`config.mk`:
```
export PLATFORM = sky130hd
export DESIGN_NAME = fix_message_framer_unit
export DESIGN_NICKNAME = d
export VERILOG_FILES = /design/src/rtl/core/fmf_pkg.sv /design/src/rtl/core/fmf_cfg.sv /design/src/rtl/core/fmf_step.sv /design/src/rtl/core/fix_message_framer_unit.sv
export SDC_FILE = /design/constraint.sdc
export NUM_CORES = 1
export LEC_CHECK = 0
export BUFFER_PORTS_ARGS = -buffer_cell sky130_fd_sc_hd__buf_2
export CAP_MARGIN = 15
export CORE_AREA = 2 2 197 199
export DETAILED_ROUTE_END_ITERATION = 6
export DIE_AREA = 0 0 199 201
export GPL_ROUTABILITY_DRIVEN = 0
export GPL_TIMING_DRIVEN = 0
export PLACE_DENSITY = 0.69
export SETUP_SLACK_MARGIN = 0.1
export SYNTH_ARGS = -nofsm -noshare
export SYNTH_HDL_FRONTEND = slang
export SYNTH_SLANG_ARGS = --single-unit
```
`constraint.sdc`:
```
create_clock -name clk -period 6.4 [get_ports clk]
set_input_delay 1.28 -clock clk [delete_from_list [all_inputs] [get_ports clk]]
set_output_delay 1.28 -clock clk [all_outputs]
set_load 0.005 [all_outputs]
```
`src/rtl/core/fmf_pkg.sv`:
```
// Shared types, constants and codes for the FIX message framer.
// Used by fmf_cfg, fmf_step and fix_message_framer_unit.
`timescale 1ns / 1ps
`default_nettype none

package fmf_pkg;

  localparam int BEGIN_MAX_BYTES   = 16;
  localparam int LENGTH_MAX_DIGITS = 9;

  localparam logic [7:0]  SOH_BYTE     = 8'h01;
  localparam logic [7:0]  ZERO_CHAR    = 8'h30;
  localparam logic [7:0]  ONE_CHAR     = 8'h31;
  localparam logic [7:0]  EQUALS_CHAR  = 8'h3D;
  localparam logic [23:0] MIN_BODY_LEN = 24'd20;
  localparam logic [23:0] TRAILER_LEN  = 24'd7;
  localparam logic [23:0] LEN_SAT      = 24'hFF_FFFF;

  localparam logic [4:0]  BEGIN_LEN_RESET = 5'd1;
  localparam logic [23:0] MAX_BODY_RESET  = 24'd65535;

  typedef enum logic [1:0] {
    REG_BEGIN_LOW  = 2'd0,
    REG_BEGIN_HIGH = 2'd1,
    REG_BEGIN_LEN  = 2'd2,
    REG_MAX_BODY   = 2'd3
  } reg_index_t;

  typedef enum logic [1:0] {
    PH_HEADER  = 2'd0,
    PH_LENGTH  = 2'd1,
    PH_BODY    = 2'd2,
    PH_TRAILER = 2'd3
  } phase_t;

  typedef enum logic [2:0] {
    ST_PROGRESS     = 3'd0,
    ST_OK           = 3'd1,
    ST_BAD_BEGIN    = 3'd2,
    ST_BAD_LENGTH   = 3'd3,
    ST_BAD_TRAILER  = 3'd4,
    ST_BAD_CHECKSUM = 3'd5
  } status_t;

  typedef enum logic [3:0] {
    TAG_NONE    = 4'd0,
    TAG_BEGIN   = 4'd8,
    TAG_LENGTH  = 4'd9,
    TAG_TRAILER = 4'd10
  } tag_t;

  typedef struct packed {
    logic [127:0] begin_bytes;
    logic [4:0]   begin_length;
    logic [23:0]  max_body_length;
  } cfg_t;

  typedef struct packed {
    phase_t       phase;
    logic [23:0]  byte_count;
    logic [7:0]   running_sum;
    logic [23:0]  length_accum;
    logic         length_overflow;
    logic         header_mismatch;
    logic [55:0]  trailer_bytes;
  } frame_state_t;

  localparam frame_state_t STATE_RESET = '{
    phase:           PH_HEADER,
    byte_count:      24'd0,
    running_sum:     8'd0,
    length_accum:    24'd0,
    length_overflow: 1'b0,
    header_mismatch: 1'b0,
    trailer_bytes:   56'd0
  };

  typedef struct packed {
    logic [7:0]  data_out;
    phase_t      phase;
    logic        in_body;
    logic        msg_end;
    status_t     status;
    tag_t        error_tag;
    logic [23:0] frame_length;
  } result_t;

endpackage

`default_nettype wire

```
`src/rtl/core/fmf_cfg.sv`:
```
// Configuration register file of the FIX message framer.
// Depends on fmf_pkg for register indexes, reset values and cfg_t.
`timescale 1ns / 1ps
`default_nettype none

module fmf_cfg (
  input  wire logic          clk,
  input  wire logic          rst,
  input  wire logic          wr_en,
  input  wire logic [1:0]    wr_index,
  input  wire logic [63:0]   wr_data,
  output fmf_pkg::cfg_t      cfg
);
  import fmf_pkg::*;

  logic [63:0] begin_low;
  logic [63:0] begin_high;
  logic [4:0]  begin_length;
  logic [23:0] max_body_length;

  always_ff @(posedge clk) begin
    if (rst) begin
      begin_low       <= 64'd0;
      begin_high      <= 64'd0;
      begin_length    <= BEGIN_LEN_RESET;
      max_body_length <= MAX_BODY_RESET;
    end else if (wr_en) begin
      unique case (reg_index_t'(wr_index))
        REG_BEGIN_LOW:  begin_low       <= wr_data;
        REG_BEGIN_HIGH: begin_high      <= wr_data;
        REG_BEGIN_LEN:  begin_length    <= wr_data[4:0];
        REG_MAX_BODY:   max_body_length <= wr_data[23:0];
        default:        ;
      endcase
    end
  end

  assign cfg.begin_bytes     = {begin_high, begin_low};
  assign cfg.begin_length    = begin_length;
  assign cfg.max_body_length = max_body_length;

endmodule

`default_nettype wire

```
`src/rtl/core/fmf_step.sv`:
```
// Per-byte framing logic: next message state and result for one byte.
// Depends on fmf_pkg for state, result and configuration types.
`timescale 1ns / 1ps
`default_nettype none

module fmf_step (
  input  wire fmf_pkg::cfg_t         cfg,
  input  wire fmf_pkg::frame_state_t st,
  input  wire logic [7:0]            in_byte,
  output fmf_pkg::frame_state_t      st_next,
  output fmf_pkg::result_t           res
);
  import fmf_pkg::*;

  logic [23:0] count_inc;
  logic [7:0]  sum_inc;
  logic [4:0]  eff_len;
  logic [7:0]  expected;
  logic        is_digit;
  logic [7:0]  digit_raw;
  logic [27:0] accum_x10;
  logic [27:0] accum_new;
  logic [55:0] trail_new;
  logic [7:0]  d2;
  logic [7:0]  d1;
  logic [7:0]  d0;
  logic [9:0]  trail_sum;
  logic        end_msg;
  frame_state_t nxt;

  assign count_inc = st.byte_count + 24'd1;
  assign sum_inc   = st.running_sum + in_byte;

  always_comb begin
    if (cfg.begin_length == 5'd0) begin
      eff_len = 5'd1;
    end else if (cfg.begin_length > 5'(BEGIN_MAX_BYTES)) begin
      eff_len = 5'(BEGIN_MAX_BYTES);
    end else begin
      eff_len = cfg.begin_length;
    end
  end

  assign expected  = cfg.begin_bytes[{st.byte_count[3:0], 3'b000} +: 8];
  assign digit_raw = in_byte - ZERO_CHAR;
  assign is_digit  = (in_byte >= ZERO_CHAR) && (digit_raw <= 8'd9);
  assign accum_x10 = {1'b0, st.length_accum, 3'b000} + {3'b000, st.length_accum, 1'b0};
  assign accum_new = accum_x10 + {24'd0, digit_raw[3:0]};

  assign trail_new = {st.trailer_bytes[47:0], in_byte};
  assign d2 = trail_new[31:24] - ZERO_CHAR;
  assign d1 = trail_new[23:16] - ZERO_CHAR;
  assign d0 = trail_new[15:8]  - ZERO_CHAR;
  assign trail_sum = 10'(d2[3:0]) * 10'd100 + 10'(d1[3:0]) * 10'd10 + 10'(d0[3:0]);

  always_comb begin
    nxt              = st;
    end_msg          = 1'b0;
    res.data_out     = in_byte;
    res.phase        = st.phase;
    res.in_body      = (st.phase == PH_BODY);
    res.status       = ST_PROGRESS;
    res.error_tag    = TAG_NONE;
    res.frame_length = 24'd0;

    unique case (st.phase)
      PH_HEADER: begin
        nxt.running_sum = sum_inc;
        nxt.byte_count  = count_inc;
        if (in_byte != expected) begin
          nxt.header_mismatch = 1'b1;
        end
        if (count_inc >= {19'd0, eff_len}) begin
          if (nxt.header_mismatch) begin
            end_msg       = 1'b1;
            res.status    = ST_BAD_BEGIN;
            res.error_tag = TAG_BEGIN;
          end else begin
            nxt.phase      = PH_LENGTH;
            nxt.byte_count = 24'd0;
          end
        end
      end
      PH_LENGTH: begin
        nxt.running_sum = sum_inc;
        nxt.byte_count  = count_inc;
        if (in_byte == SOH_BYTE) begin
          if (count_inc < 24'd2 || st.length_overflow || st.length_accum < MIN_BODY_LEN) begin
            end_msg          = 1'b1;
            res.status       = ST_BAD_LENGTH;
            res.error_tag    = TAG_LENGTH;
            res.frame_length = st.length_accum;
          end else begin
            nxt.phase      = PH_BODY;
            nxt.byte_count = 24'd0;
          end
        end else begin
          if (is_digit) begin
            if (accum_new > {4'd0, cfg.max_body_length}) begin
              nxt.length_overflow = 1'b1;
            end
            nxt.length_accum = (accum_new > {4'd0, LEN_SAT}) ? LEN_SAT : accum_new[23:0];
          end else begin
            nxt.length_overflow = 1'b1;
          end
          if (count_inc >= 24'(LENGTH_MAX_DIGITS + 1)) begin
            end_msg          = 1'b1;
            res.status       = ST_BAD_LENGTH;
            res.error_tag    = TAG_LENGTH;
            res.frame_length = nxt.length_accum;
          end
        end
      end
      PH_BODY: begin
        nxt.running_sum = sum_inc;
        nxt.byte_count  = count_inc;
        if (count_inc >= st.length_accum) begin
          if (in_byte != SOH_BYTE) begin
            end_msg          = 1'b1;
            res.status       = ST_BAD_LENGTH;
            res.error_tag    = TAG_LENGTH;
            res.frame_length = st.length_accum;
          end else begin
            nxt.phase         = PH_TRAILER;
            nxt.byte_count    = 24'd0;
            nxt.trailer_bytes = 56'd0;
          end
        end
      end
      PH_TRAILER: begin
        nxt.trailer_bytes = trail_new;
        nxt.byte_count    = count_inc;
        if (count_inc >= TRAILER_LEN) begin
          end_msg          = 1'b1;
          res.error_tag    = TAG_TRAILER;
          res.frame_length = st.length_accum;
          if (trail_new[55:48] != ONE_CHAR || trail_new[47:40] != ZERO_CHAR ||
              trail_new[39:32] != EQUALS_CHAR || trail_new[7:0] != SOH_BYTE) begin
            res.status = ST_BAD_TRAILER;
          end else if (d2 <= 8'd9 && d1 <= 8'd9 && d0 <= 8'd9 &&
                       {2'b00, st.running_sum} == trail_sum) begin
            res.status    = ST_OK;
            res.error_tag = TAG_NONE;
          end else begin
            res.status = ST_BAD_CHECKSUM;
          end
        end
      end
      default: ;
    endcase

    res.msg_end = end_msg;
    st_next     = end_msg ? STATE_RESET : nxt;
  end

endmodule

`default_nettype wire

```
`src/rtl/core/fix_message_framer_unit.sv`:
```
// FIX message framer: top level with input register, message state and result register.
// Depends on fmf_pkg, fmf_cfg and fmf_step.
//
// Takes one stream byte per transaction and returns exactly one result per byte:
// the byte itself, its message phase (header, length, body, trailer), and on the
// byte that completes or aborts a message the status, failing FIX tag and parsed
// body length. Throughput is one byte per clock while the result is not stalled; a
// byte is held in the input register, passes the state update in the single step
// between the input register and the result register, and its result is offered once
// it is registered. Input stalls only while both registers hold a transaction and
// the result is stalled. Write configuration only while no transaction is in flight.
`timescale 1ns / 1ps
`default_nettype none

module fix_message_framer_unit (
  input  wire logic        clk,
  input  wire logic        rst,
  input  wire logic        wr_en,
  input  wire logic [1:0]  wr_index,
  input  wire logic [63:0] wr_data,
  input  wire logic        in_valid,
  output logic             in_stall,
  input  wire logic [7:0]  in_byte,
  output logic             out_valid,
  input  wire logic        out_stall,
  output logic [7:0]       data_out,
  output logic [1:0]       phase,
  output logic             in_body,
  output logic             msg_end,
  output logic [2:0]       status,
  output logic [3:0]       error_tag,
  output logic [23:0]      frame_length
);
  import fmf_pkg::*;

  cfg_t         cfg;
  frame_state_t state;
  frame_state_t state_next;
  result_t      step_res;
  result_t      res;
  logic         stage_valid;
  logic [7:0]   stage_byte;
  logic         out_free;
  logic         advance;
  logic         accept;

  fmf_cfg u_cfg (
    .clk      (clk),
    .rst      (rst),
    .wr_en    (wr_en),
    .wr_index (wr_index),
    .wr_data  (wr_data),
    .cfg      (cfg)
  );

  fmf_step u_step (
    .cfg     (cfg),
    .st      (state),
    .in_byte (stage_byte),
    .st_next (state_next),
    .res     (step_res)
  );

  assign out_free = !out_valid || !out_stall;
  assign advance  = stage_valid && out_free;
  assign in_stall = stage_valid && !out_free;
  assign accept   = in_valid && !in_stall;

  always_ff @(posedge clk) begin
    if (rst) begin
      stage_valid <= 1'b0;
      out_valid   <= 1'b0;
      state       <= STATE_RESET;
    end else begin
      if (accept) begin
        stage_valid <= 1'b1;
      end else if (advance) begin
        stage_valid <= 1'b0;
      end
      if (advance) begin
        out_valid <= 1'b1;
        state     <= state_next;
      end else if (out_free) begin
        out_valid <= 1'b0;
      end
    end
  end

  always_ff @(posedge clk) begin
    if (accept) begin
      stage_byte <= in_byte;
    end
    if (advance) begin
      res <= step_res;
    end
  end

  assign data_out     = res.data_out;
  assign phase        = res.phase;
  assign in_body      = res.in_body;
  assign msg_end      = res.msg_end;
  assign status       = res.status;
  assign error_tag    = res.error_tag;
  assign frame_length = res.frame_length;

endmodule

`default_nettype wire

```
After elaboration in Yosys (flattened, before gate mapping)
Index checks and enable logic that the tools add are counted.
- bits in registers: 318
- bits of input ports: 79
- output and inout port bits: 45
- logic and storage cells: 158
- $add $sub $neg: 10
- multipliers: 2
- magnitude comparators: 14
- equal/unequal tests: 21
- shift operators: 1
- multiplexer cells: 51
- reductions and logical operators: 38
- operators with widths (kind ; count):
    $mux 26 ; 6
    $shiftx 128x8->8 ; 1
    $mux 116 ; 1
    $mux 56 ; 2
    $pmux 56 s2 ; 1
    $pmux 24 s4 ; 1
    $mux 31 ; 3
    $mux 30 ; 3
    $pmux 24 s3 ; 1
    $mux 25 ; 2
    $mux 24 ; 2
    $le 8x4->1 const B ; 4
    $sub 8x6->8 const B ; 4
    $add 27x25->28 ; 1
    $add 28x4->28 ; 1
    $gt 28x24->1 ; 1
    $gt 28x24->1 const B ; 1
    $pmux 7 s4 ; 1
    $add 24x1->24 const B ; 1
    $ge 24x24->1 ; 1
    $ge 24x3->1 const B ; 1
    $ge 24x4->1 const B ; 1
    $ge 24x5->1 ; 1
    $lt 24x2->1 const B ; 1
    other kinds (41) ; 95

Logic depth before layout (Yosys ltp)
Gate-level depths: netlist of run 1.
- word-level depth: 10
- mapped depth: 20
- mapped depth without buffers: 20

Hierarchy
Synthesis of run 1 repeated with hierarchy kept, for this count alone.
- cells, all modules: 2335
- area total of the unflattened synthesis: 21519.4 µm²
- modules (own cells, without submodules) (module ; times used ; cells each ; area each (µm²) ; sequential area each (µm²)):
    fmf_step ; 1 ; 1170 ; 8336.7 ; 0.0
    fix_message_framer_unit ; 1 ; 564 ; 6776.5 ; 3893.7
    fmf_cfg ; 1 ; 601 ; 6406.1 ; 3143.0

Worst setup path before layout of run 1
Ideal clock, no wire load.
- path kind: register to register
- start: register stage_byte[2]
- end: register state[57] (netlist bit)
- library setup time: 0.115 ns
- data arrival time: 4.091 ns
- required time: 6.285 ns
- slack: 2.194 ns
- cell stages (with the launch flop): 21
- path buffers: 0
- period minus slack after synthesis: 4.206 ns
- cell sequence: edfxtp_1 -> ha_1 -> ha_1 -> fa_1 -> a211oi_1 -> o211ai_1 -> a311oi_1 -> nor2_1 -> o31ai_1 -> nand2b_1 -> a21oi_1 -> xor2_1 -> inv_1 -> ha_1 -> a21o_1 -> a21o_1 -> a21oi_1 -> a21oi_1 -> o31ai_1 -> a21oi_1 -> o21a_1
- word-level cells in the longest chain between the ends: 8
- elaborated cells between the ends (all ways): 25
- those cells by class: 2 x add/sub; 3 x order compare; 5 x eq/ne; 12 x mux; 3 x reduce/logical
- RTL lines (element ; RTL line ; RTL):
    start: declaration ; fix_message_framer_unit.sv:42 ; logic [7:0] stage_byte;
    start signal: assignment ; fix_message_framer_unit.sv:91 ; stage_byte <= in_byte;
    branches (longest 8 deep; another with $add 28x4->28) ; n/a ;
    end signal: assignment ; fix_message_framer_unit.sv:82 ; state <= state_next;
    end: declaration ; fix_message_framer_unit.sv:37 ; frame_state_t state;
Parallel ways; which one is timed is not known. The select of a mux whose other input is x is not followed.
A chain may end at the register's enable or synchronous reset.

Final worst setup path of run 1
- start: register stage_byte[3]
- end: register state[57] (netlist bit)
The elaborated chain is that of the path after synthesis.

==> results.md, run 1 <==
* Status: finished clean
* DRC at 0
* Die height at approximately 200 um
* Routed WL at 56100 um
* Total core area at 38100 um2
* Reg2Reg Depth at 16
* Switch share at 24.8%
* CTS root buf: clkbuf_16
* Clk_skew at 0.0271 ns
* Std cell rows at 72
* Register area share after synthesis at 37.4%
* Worst Setup Start Kind: register
* Hold_buf cts at 0
* Share of layout cells above drive strength 1 at 13.9%
* Count of cell types in the netlist at 92
* Clock Path Buffers at 3
* Max VDD drop at 272 uV
* Vias in the first global route at 15934
* Fin crit share at 91.8%
* Post-synth net total at 2327
* Setup ws final at about 0.52 ns
* CTS buffer count at 37
* Area of the die at approximately 40000 um2
* Comb pwr share at 7.8%
* Area delta synth->final at 13.7%
* Net Switching at ~1.2 mW
* IO Pins at 124
* Pre-CTS worst setup slack at 0.633 ns
* Worst hold path depth at 2
* Vias post-DR at 16586
* Post-CTS setup buffers at 0
* Rel. slew slack at 24.0%
* H-tree levels at 2
* Die width at 199 um
* Final Net Count at 2487
* Total iterations of the first detailed-routing run at 5
* Largest net degree at the start of global routing at 38
* CP Capture Type: register
* First-pass GRT wire length at 87500 um
* Worst-Skew Late Latency at 0.55 ns
* Req. time, crit path at between 6 and 7 ns
* Final min period at 5.88 ns
* Mux contribution to synthesized area at under 10%
* Critical path arrival at 6.31 ns
* Lkg Pwr at ~8.6 nW
* Initial core utilization at between 40% and 50%
* Gr usage total at 27.9%
* Drt wl/cell at between 15 and 20 um
* Post-cts resize count at 0
* Post-synthesis xor/xnor area fraction at 3.44%
* Post-synthesis compound-gate area fraction at 20.1%
* Clock sink count at roughly 320
* Synth Warn # at 0
* Crit path max fanout at 4
* Critical path class: register to register
* Ant. Diodes at 0
* Internal Pwr Total at around 3.5 mW
* Number of synthesized flops with an enable pin at 50
* CTS tree: built
* Number of fillers in the final layout at 3537
* HP Class: register to register
* Worst Tran Pin Value at 1.11 ns
* Most used DFF post-synth: dfxtp_1
* Clk pwr share at 47.0%
* Power per standard cell area at between 200 and 250 nW/um2
* Synth Register Bits at 317
* Post-synthesis cell count at 2100
* GR Overflow Total at 0
* Post-synthesis cell area at 18300 um2
* Yosys top cell area share at between 20% and 30%
* Largest cells by area after synthesis: dfxtp_1, ha_1, edfxtp_1
* Fmax at approximately 170 MHz
* Initial antenna violation count at 1
* Port Buffers at 120
* Number of max-cap violations at 0
* Area leader, netlist: dfxtp_1
* Post-route ant nets at 0
* Via/cell ratio at around 5.9
* Post-synthesis adder-cell area fraction at around a tenth
* Largest family of logic cells by synthesized area: compound AO/OA/AOI/OAI gates
* DP HPWL at 43000 um
* Final setup violation count at 0
* TNS Setup at 0 ns
* Final Hold Viols at 0
* Sequential cell fraction of total power at 45.2%
* Syn avg cell area at 8.72 um2
* Clock transition at path regs at around 0.06 ns
* Simple-gate area share of the yosys netlist at 18.4%
* Async set or reset register ratio after synthesis at 0%
* Final number of max-transition violations at 0
* 1st-iter DRT viols at 1472
* RSZ-0062 raised after global routing: no
kinds of logic (layout without fill, tap and decap cells):
logic type,Yosys count,in the layout
DFF,317,317
other,1,1
AOI/OAI and AO/OA,551,551
adders and majority gates,148,148
buffers and inverters,237,424
muxes,76,76
xor gates and xnor gates,71,71
and+or+nand+nor,699,699
per-stage QoR:
| stage | cell area [um2] | cells | power (mW) | hold slack (ns) | utilization [%] |
|---|---|---|---|---|---|
| 2_1_floorplan | 18300 | 2100 | 2.37 | 0.424 | - |
| 5_1_grt | 20800 | 2805 | 4.82 | 0.469 | 54.7 |
| 3_5_place_dp | 19600 | 2739 | 2.52 | 0.444 | 51.4 |
| 3_3_place_gp | 19600 | 2738 | 2.51 | 0.432 | 51.3 |
| 4_1_cts | 20800 | 2805 | 4.69 | 0.452 | 54.7 |
| 6_report | 20800 | 2805 | 4.68 | 0.451 | 54.7 |
power groups by stage:
stage	sequential (mW)	combinational (mW)	clock, mW
5_1_grt	2.12	0.402	2.29
6_report	2.12	0.367	2.20
4_1_cts	2.12	0.361	2.21
3_5_place_dp	2.16	0.359	0
2_1_floorplan	2.14	0.227	0
3_3_place_gp	2.16	0.349	0
routing by layer:
layer	global-route usage [%]	share of wire (%)	up-vias
met2	46.0	47	613
met1	36.3	42	7942
met5	0	0.018	-
met4	11.7	4.6	2
met3	4.39	6.5	159
li1	-	-	7870
cells in the mapped netlist, drive strengths merged, types with 20 or more instances:
library cell	number
clkbuf	90
a21oi	203
nor2	93
o211ai	20
o22ai	26
dfxtp	267
buf	43
nand4	32
nor3b	46
inv	103
nand2	348
o21a	28
a31o	52
o21ai	65
nand3	38
a21o	32
mux2i	58
nor3	31
xnor2	52
ha	140
edfxtp	50
worst max-delay path, stage by stage, from the launching register on:
cell and delay [ns]:
edfxtp_1 0.54, fa_1 0.55, ha_1 0.30, a21oi_1 0.08, nand4b_1 0.22, a211o_1 0.34, a2111oi_0 1.00, o21ai_0 0.34
nand2b_1 0.15, a211oi_1 0.08, nor3_1 0.79, ha_1 0.39, nand4_1 0.11, a21oi_1 0.05, o31ai_1 0.47, a21oi_1 0.14
o21a_1 0.19
final timing paths:
check | to | start | slack [ns]
worst max register to register | state[57] | stage_byte[3] | 0.52
worst min-delay path | u_cfg.begin_high[34] | u_cfg.begin_high[34] | 0.45
worst max-delay path | state[57] | stage_byte[3] | 0.52
worst min register to register | u_cfg.begin_high[34] | u_cfg.begin_high[34] | 0.45
area by class of cell:
cell class / instances / area [um2] / area share (%)
Buffer: 133 / 603 / 2.90
Multi-Input combinational cell: 1546 / 10500 / 50.3
Clock inverter: 16 / 201 / 0.967
Inverter: 104 / 390 / 1.87
Timing Repair Buffer: 121 / 621 / 2.98
Clock buffer: 50 / 1040 / 5.02
Tap cell: 518 / 648 / 3.11
Sequential cell: 317 / 6850 / 32.9
sequential cells by signal, indices dropped and copies added, names as in the netlist, 2 cells and up:
signal	count
data_out	8
error_tag	3
frame_length	24
phase	2
stage_byte	8
state	108
status	3
u_cfg.begin_high	64
u_cfg.begin_length	5
u_cfg.begin_low	64
u_cfg.max_body_length	24
placed cells by master, fill, tap and decap left out, drive strengths merged, types with 8 or more instances in the layout:
cell type    n
mux4         9
or2          8
mux2i       58
o211ai      20
nand2b       9
a31o        52
o21ai       65
a31oi        9
nand2      348
xnor2       52
buf        164
nor3        31
nor3b       46
inv        108
dfxtp      267
xor2        19
nand4       32
nor2        93
fa           8
o21a        28
clkbuf     140
and2        12
mux2         9
a32o        11
o31a        19
ha         140
nand3       38
a21o        32
a221oi       8
nor2b       14
a21oi      203
a211oi      10
nor4        15
o22ai       26
edfxtp      50
and3        18
No activity file was read; power rests on OpenSTA's default activity.
==> inputs of run 2 (changes only) <==
- PLACE_DENSITY: 0.69 -> unset
- PLACE_DENSITY_LB_ADDON: unset -> 0.1
==> results.md, run 2 (synthesis gave the netlist of run 1 again) <==
* Clk_skew at 0.0226 ns (-0.00455 ns)
* Total iterations of the first detailed-routing run at 5 (unchanged)
* Setup ws final at 0.722 ns (+0.197 ns)
* Number of fillers in the final layout at 3568 (+0.88%)
* Pre-CTS worst setup slack at 0.429 ns (-0.204 ns)
* Largest regs: state x108, u_cfg.begin_high x64, u_cfg.begin_low x64
* Worst-Skew Late Latency at 0.54 ns (about the same)
* Via/cell ratio at 5.82 (-1.5%)
* DP HPWL at 44000 um (+2.4%)
* RSZ-0062 raised after global routing: no
* Post-CTS setup buffers at 0 (unchanged)
* Area delta synth->final at 13.8% (about the same)
* Final setup violation count at 0 (unchanged)
* Fin crit share at 88.7% (-3.1 points)
* Clock Path Buffers at 3 (unchanged)
* Clock sink count at 317 (unchanged)
* Hold Path End: data_out[7]
* CTS buffer count at 37 (unchanged)
* Reg2Reg Depth at 17 (+1)
* Initial core utilization at 48.0% (unchanged)
* Vias in the first global route at 15816 (-0.74%)
* Critical path arrival at 6.10 ns (-0.21 ns)
* Flop2flop setup slack at 0.72 ns (+0.20 ns)
* Status: finished clean
* Clock transition at path regs at 0.06 ns (about the same)
* Number of max-cap violations at 0 (unchanged)
* Std cell rows at 72 (unchanged)
* Fin util at 54.7% (about the same)
* Lkg Pwr at 8.60 nW (about the same)
* Largest net degree at the start of global routing at 37 (-2.6%)
* Max VDD drop at 167 uV (-39%)
* H-tree levels at 2 (unchanged)
* Power per standard cell area at 225 nW/um2 (+0.25%)
* Worst hold path depth at 0 (-2)
* Initial antenna violation count at 2 (+1)
* Commonest non-fill, non-tap cell in the layout: nand2_1
* Hold_buf cts at 0 (unchanged)
* Area of the die at 40000 um2 (unchanged)
* Post-cts resize count at 0 (unchanged)
* CTS root buf: clkbuf_16
* Rel. slew slack at 15.6% (-8.4 points)
* RR Startpoint: stage_byte[2]
* Req. time, crit path at 6.82 ns (-0.02 ns)
* Final min period at 5.68 ns (-0.197 ns)
* Max reg flops at 108 (unchanged)
* Drt wl/cell at 20.3 um (+1.6%)
* Worst Tran Pin Value at 1.26 ns (+0.145 ns)
* Critical path class: register to register
* Final number of max-transition violations at 0 (unchanged)
* Vias post-DR at 16348 (-1.4%)
* TNS Setup at 0 ns (unchanged)
* DRC at 0 (unchanged)
* HP Class: register to register
* CP Capture Type: register
* Total core area at 38100 um2 (unchanged)
* Die width at 199 um (unchanged)
* First-pass GRT wire length at 88700 um (+1.3%)
* GR Overflow Total at 0 (unchanged)
* Register Area at 6850 um2 (unchanged)
* Min-Delay Startpoint: stage_byte[7]
* IO Pins at 124 (unchanged)
* Final Net Count at 2488 (+0.040%)
* FF-to-FF End: state[57]
* Gr usage total at 28.5% (+0.62 points)
* Port Buffers at 120 (unchanged)
* Fmax at 176 MHz (+3.5%)
* Final Hold Viols at 0 (unchanged)
* Die height at 201 um (unchanged)
* Most frequent cells in the layout: nand2_1, dfxtp_1, a21oi_1, buf_2, ha_1
* Share of layout cells above drive strength 1 at 13.8% (-0.14 points)
* Biggest register: state
* Crit path max fanout at 10 (+6)
* Area of the multi-input gates at 10500 um2 (unchanged)
* Routed WL at 57100 um (+1.7%)
* Post-route ant nets at 0 (unchanged)
* Worst Setup Start Kind: register
* 1st-iter DRT viols at 1358 (-7.7%)
* CTS tree: built
run 2: cell types whose count changed in the layout (fill, tap and decap cells not counted), moves of 2 or more:
cell,delta
clkbuf_8,-6
clkbuf_1,+3
clkinv_2,+3
inv_6,-2
bufinv_16,+2
run 2: area by class of cell:
| cell class | count | area share, % |
|---|---|---|
| diodes | 1 | 0.0120 |
| plain buffers | 133 | 2.89 |
| clock buffers | 48 | 4.79 |
| clock inverters | 18 | 1.21 |
| inverters | 104 | 1.87 |
| multi-input cells | 1546 | 50.2 |
| flip-flops and latches | 317 | 32.9 |
| well taps | 518 | 3.11 |
| repair buffers | 122 | 3.00 |
run 2: worst max-delay path by stage:
stage,from,endpoint,slack (ns),cells past startpoint
4_1_cts,stage_byte[3],state[57],0.41,16
5_1_grt,stage_byte[2],state[57],0.34,17
2_1_floorplan,stage_byte[2],state[57],2.19,20
3_3_place_gp,stage_byte[3],state[57],0.45,16
3_5_place_dp,stage_byte[3],state[57],0.43,16
6_report,stage_byte[2],state[57],0.72,17
run 2: per-layer routing:
layer  wire length [um]  vias up  share of wire (%)  GRT usage, %
met5                 14        -              0.025             0
met4               2210        2                3.9          10.7
met3               3250      124                5.7          3.56
met2              26600      546                 47          46.7
met1              25000     7815                 44          38.5
li1                   -     7861                  -             -
run 2: power by group:
| part | internal (mW) | switching [mW] |
|---|---|---|
| clock | 1.35 | 0.867 |
| combinational | 0.130 | 0.238 |
| sequential | 2.08 | 0.0407 |
run 2: worst max-delay path: stages (launching register included):
cell and delay (ns):
edfxtp_1 0.59, ha_1 0.37, ha_1 0.22, fa_1 0.44, a211oi_1 0.34, o211ai_1 0.22
a311oi_1 0.30, nor2_1 0.12, o31ai_1 0.26, a21boi_0 0.85, ha_1 0.40, nand4_1 0.13
a31oi_1 0.08, o31ai_1 0.25, a21oi_1 0.10, o31ai_1 0.54, a21oi_1 0.16, o21a_1 0.19
run 2: stage by stage:
stage / instance area (um2) / cells / hold slack [ns] / total power [mW]
floorplan: 18300 / 2100 / 0.424 / 2.37
global placement: 19600 / 2738 / 0.433 / 2.51
detailed placement: 19600 / 2739 / 0.434 / 2.52
CTS: 20800 / 2805 / 0.448 / 4.72
global route: 20800 / 2807 / 0.467 / 4.85
finish: 20800 / 2807 / 0.449 / 4.70
==> inputs of run 3 (changes only) <==
--- a/config.mk
+++ b/config.mk
@@ -9,5 +9,5 @@
 export CAP_MARGIN = 15
-export CORE_AREA = 2 2 197 199
+export CORE_AREA = 2 2 212 152
 export DETAILED_ROUTE_END_ITERATION = 6
-export DIE_AREA = 0 0 199 201
+export DIE_AREA = 0 0 214 154
 export GPL_ROUTABILITY_DRIVEN = 0
--- a/constraint.sdc
+++ b/constraint.sdc
@@ -3,2 +3,2 @@
 set_output_delay 1.28 -clock clk [all_outputs]
-set_load 0.005 [all_outputs]
+set_load 0.01 [all_outputs]
==> results.md, run 3 (synthesis gave the netlist of run 1 again) <==
* Final Net Count at 2481 (-0.28%)
* Via/cell ratio at 6.23 (+6.9%)
* Slowest stage delay, CP at 0.68 ns (-0.17 ns)
* Worst-Skew Late Latency at 0.58 ns (+0.04 ns)
* GR Overflow Total at 0 (unchanged)
* Net Switching at 1.12 mW (-2.1%)
* Internal Pwr Total at 3.23 mW (-9.0%)
* Largest net degree at the start of global routing at 39 (+5.4%)
* TNS Setup at 0 ns (unchanged)
* Vias in the first global route at 15335 (-3.0%)
* Final number of max-transition violations at 0 (unchanged)
* Flop2flop setup slack at 0.37 ns (-0.35 ns)
* Crit-path cells: ha_1, ha_1, fa_1, a211oi_1, o211ai_1, a311oi_1, nor2_1, o31ai_1, nand2b_1, a21oi_1, xor2_1, inv_1, ha_1, a21o_1, a21o_1, a21oi_1, a21oi_1, o31ai_1, a21oi_1, o21a_1
* Clock transition at path regs at 0.07 ns (about the same)
* Cell Count, Final, Fillers Out at 2699 (-3.8%)
* Die height at 154 um (-23%)
* Lkg Pwr at 8.46 nW (-1.6%)
* 1st-iter DRT viols at 2110 (+55%)
* Final setup violation count at 0 (unchanged)
* Pre-CTS worst setup slack at 0.765 ns (+0.336 ns)
* CTS root buf: clkbuf_16
* Hold Path End: u_cfg.begin_low[47]
* Final min period at 6.03 ns (+0.349 ns)
* Most frequent cells in the layout: nand2_1, dfxtp_1, a21oi_1, buf_2, ha_1
* DRC at 1 (+1)
* Crit path max fanout at 10 (unchanged)
* RSZ-0062 raised after global routing: no
* Largest regs: state x108, u_cfg.begin_high x64, u_cfg.begin_low x64
* Area of the multi-input gates at 10500 um2 (unchanged)
* Drt wl/cell at 21.2 um (+4.4%)
* Power per standard cell area at 213 nW/um2 (-5.7%)
* Clk pwr share at 42.7% (-4.4 points)
* Worst Tran Pin Value at 1.15 ns (-0.110 ns)
* Worst path slowest cell: edfxtp_1
* Post-route ant nets at 0 (unchanged)
* Status: complete, but fails checks
* Area of the die at 33000 um2 (-18%)
* Biggest register: state
* Clk_skew at 0.00895 ns (-0.0136 ns)
* Fin util at 66.6% (+12 points)
* Sequential cell fraction of total power at 48.6% (+3.5 points)
* Setup ws final at 0.373 ns (-0.349 ns)
* Worst hold path depth at 2 (+2)
* Fin crit share at 94.2% (+5.4 points)
* Rel. slew slack at 21.6% (+6.0 points)
* Total iterations of the first detailed-routing run at 7 (+2)
* First-pass GRT wire length at 87900 um (-0.93%)
* Switch share at 25.7% (+1.4 points)
* Std cell rows at 54 (-25%)
* Reg2Reg Depth at 20 (+3)
* Share of layout cells above drive strength 1 at 13.6% (-0.23 points)
* Register Area at 6850 um2 (unchanged)
* Worst Setup Start Kind: register
* Number of max-cap violations at 0 (unchanged)
* HP Class: register to register
* Worst hold slack at 0.458 ns (+0.00843 ns)
* Max reg flops at 108 (unchanged)
* Total power at 4.35 mW (-7.3%)
* Area delta synth->final at 11.8%
* Gr usage total at 33.9% (+5.3 points)
* Critical path class: register to register
* DP Area at 19500 um2 (-0.63%)
* Commonest non-fill, non-tap cell in the layout: nand2_1
* Req. time, crit path at 6.88 ns (+0.06 ns)
* CTS tree: built
* Placed insts at 2641 (-3.6%)
* Total core area at 30700 um2 (-19%)
* Vias post-DR at 16810 (+2.8%)
* Violated checks: DRC
* H-tree levels at 1 (-1)
* Hold_buf cts at 0 (unchanged)
* Min-Delay Startpoint: u_cfg.begin_low[47]
* DP HPWL at 44000 um (-0.19%)
* Final Hold Viols at 0 (unchanged)
* Design Area, Final at 20500 um2 (-1.8%)
* Routed WL at 57300 um (+0.41%)
* Die width at 214 um (+7.5%)
* Port Buffers at 120 (unchanged)
* Clock Path Buffers at 3 (unchanged)
* FF-to-FF End: state[57]
* CTS buffer count at 31 (-16%)
* Most used cell, CP: a21oi_1
* Max VDD drop at 196 uV (+18%)
* Critical path arrival at 6.51 ns (+0.41 ns)
* Clock sink count at 317 (unchanged)
* Initial core utilization at 59.6% (+12 points)
* Buf/Inv on CP at 1 (+1)
* Number of fillers in the final layout at 2521 (-29%)
* Worst path top cell family by delay: compound AO/OA/AOI/OAI gates
* RR Startpoint: stage_byte[2]
* Initial antenna violation count at 3 (+1)
* CP Capture Type: register
* Comb pwr share at 8.7% (+0.9 points)
* Post-CTS setup buffers at 0 (unchanged)
* Fmax at 166 MHz (-5.8%)
* Post-cts resize count at 0 (unchanged)
* IO Pins at 124 (unchanged)
[run 3: worst min-delay path: cells and delay by family (launching register included)]
family          cells  cell delay (ns)
flops               1             0.31
simple gates        1             0.05
compound gates      1             0.05
[run 3: worst max-delay path by stage]
stage,from,cells past startpoint,slack (ns),to
3_3_place_gp,stage_byte[2],20,0.77,state[57]
5_1_grt,stage_byte[2],20,0.22,state[57]
3_5_place_dp,stage_byte[2],20,0.77,state[57]
4_1_cts,stage_byte[2],20,0.71,state[57]
6_report,stage_byte[2],20,0.37,state[57]
2_1_floorplan,stage_byte[2],20,2.19,state[57]
[run 3: layer usage]
layer | up-vias | wire length [um] | part of all wire (%) | global-route usage [%]
li1 | 7847 | - | - | -
met1 | 7989 | 25600 | 45 | 50.9
met2 | 861 | 23300 | 41 | 48.0
met3 | 111 | 7060 | 12 | 9.10
met4 | 2 | 1280 | 2.2 | 7.46
met5 | - | 71 | 0.12 | 1.59
[run 3: layout make-up]
class	instances	area share, %
inverter	104	1.91
multi-input combinational	1546	51.2
clock buffer	37	3.96
buffer	133	2.95
antenna	3	0.0367
clock inverter	18	0.947
timing repair buffer	121	3.03
sequential	317	33.4
tap	420	2.57
[run 3: power groups by stage]
stage                     Combinational, mW  Clock [mW]  Sequential (mW)
after global routing                  0.410        1.93             2.12
final                                 0.380        1.86             2.12
after global placement                0.355           0             2.16
after CTS                             0.370        1.86             2.11
after detailed placement              0.367           0             2.16
after floorplan                       0.227           0             2.15
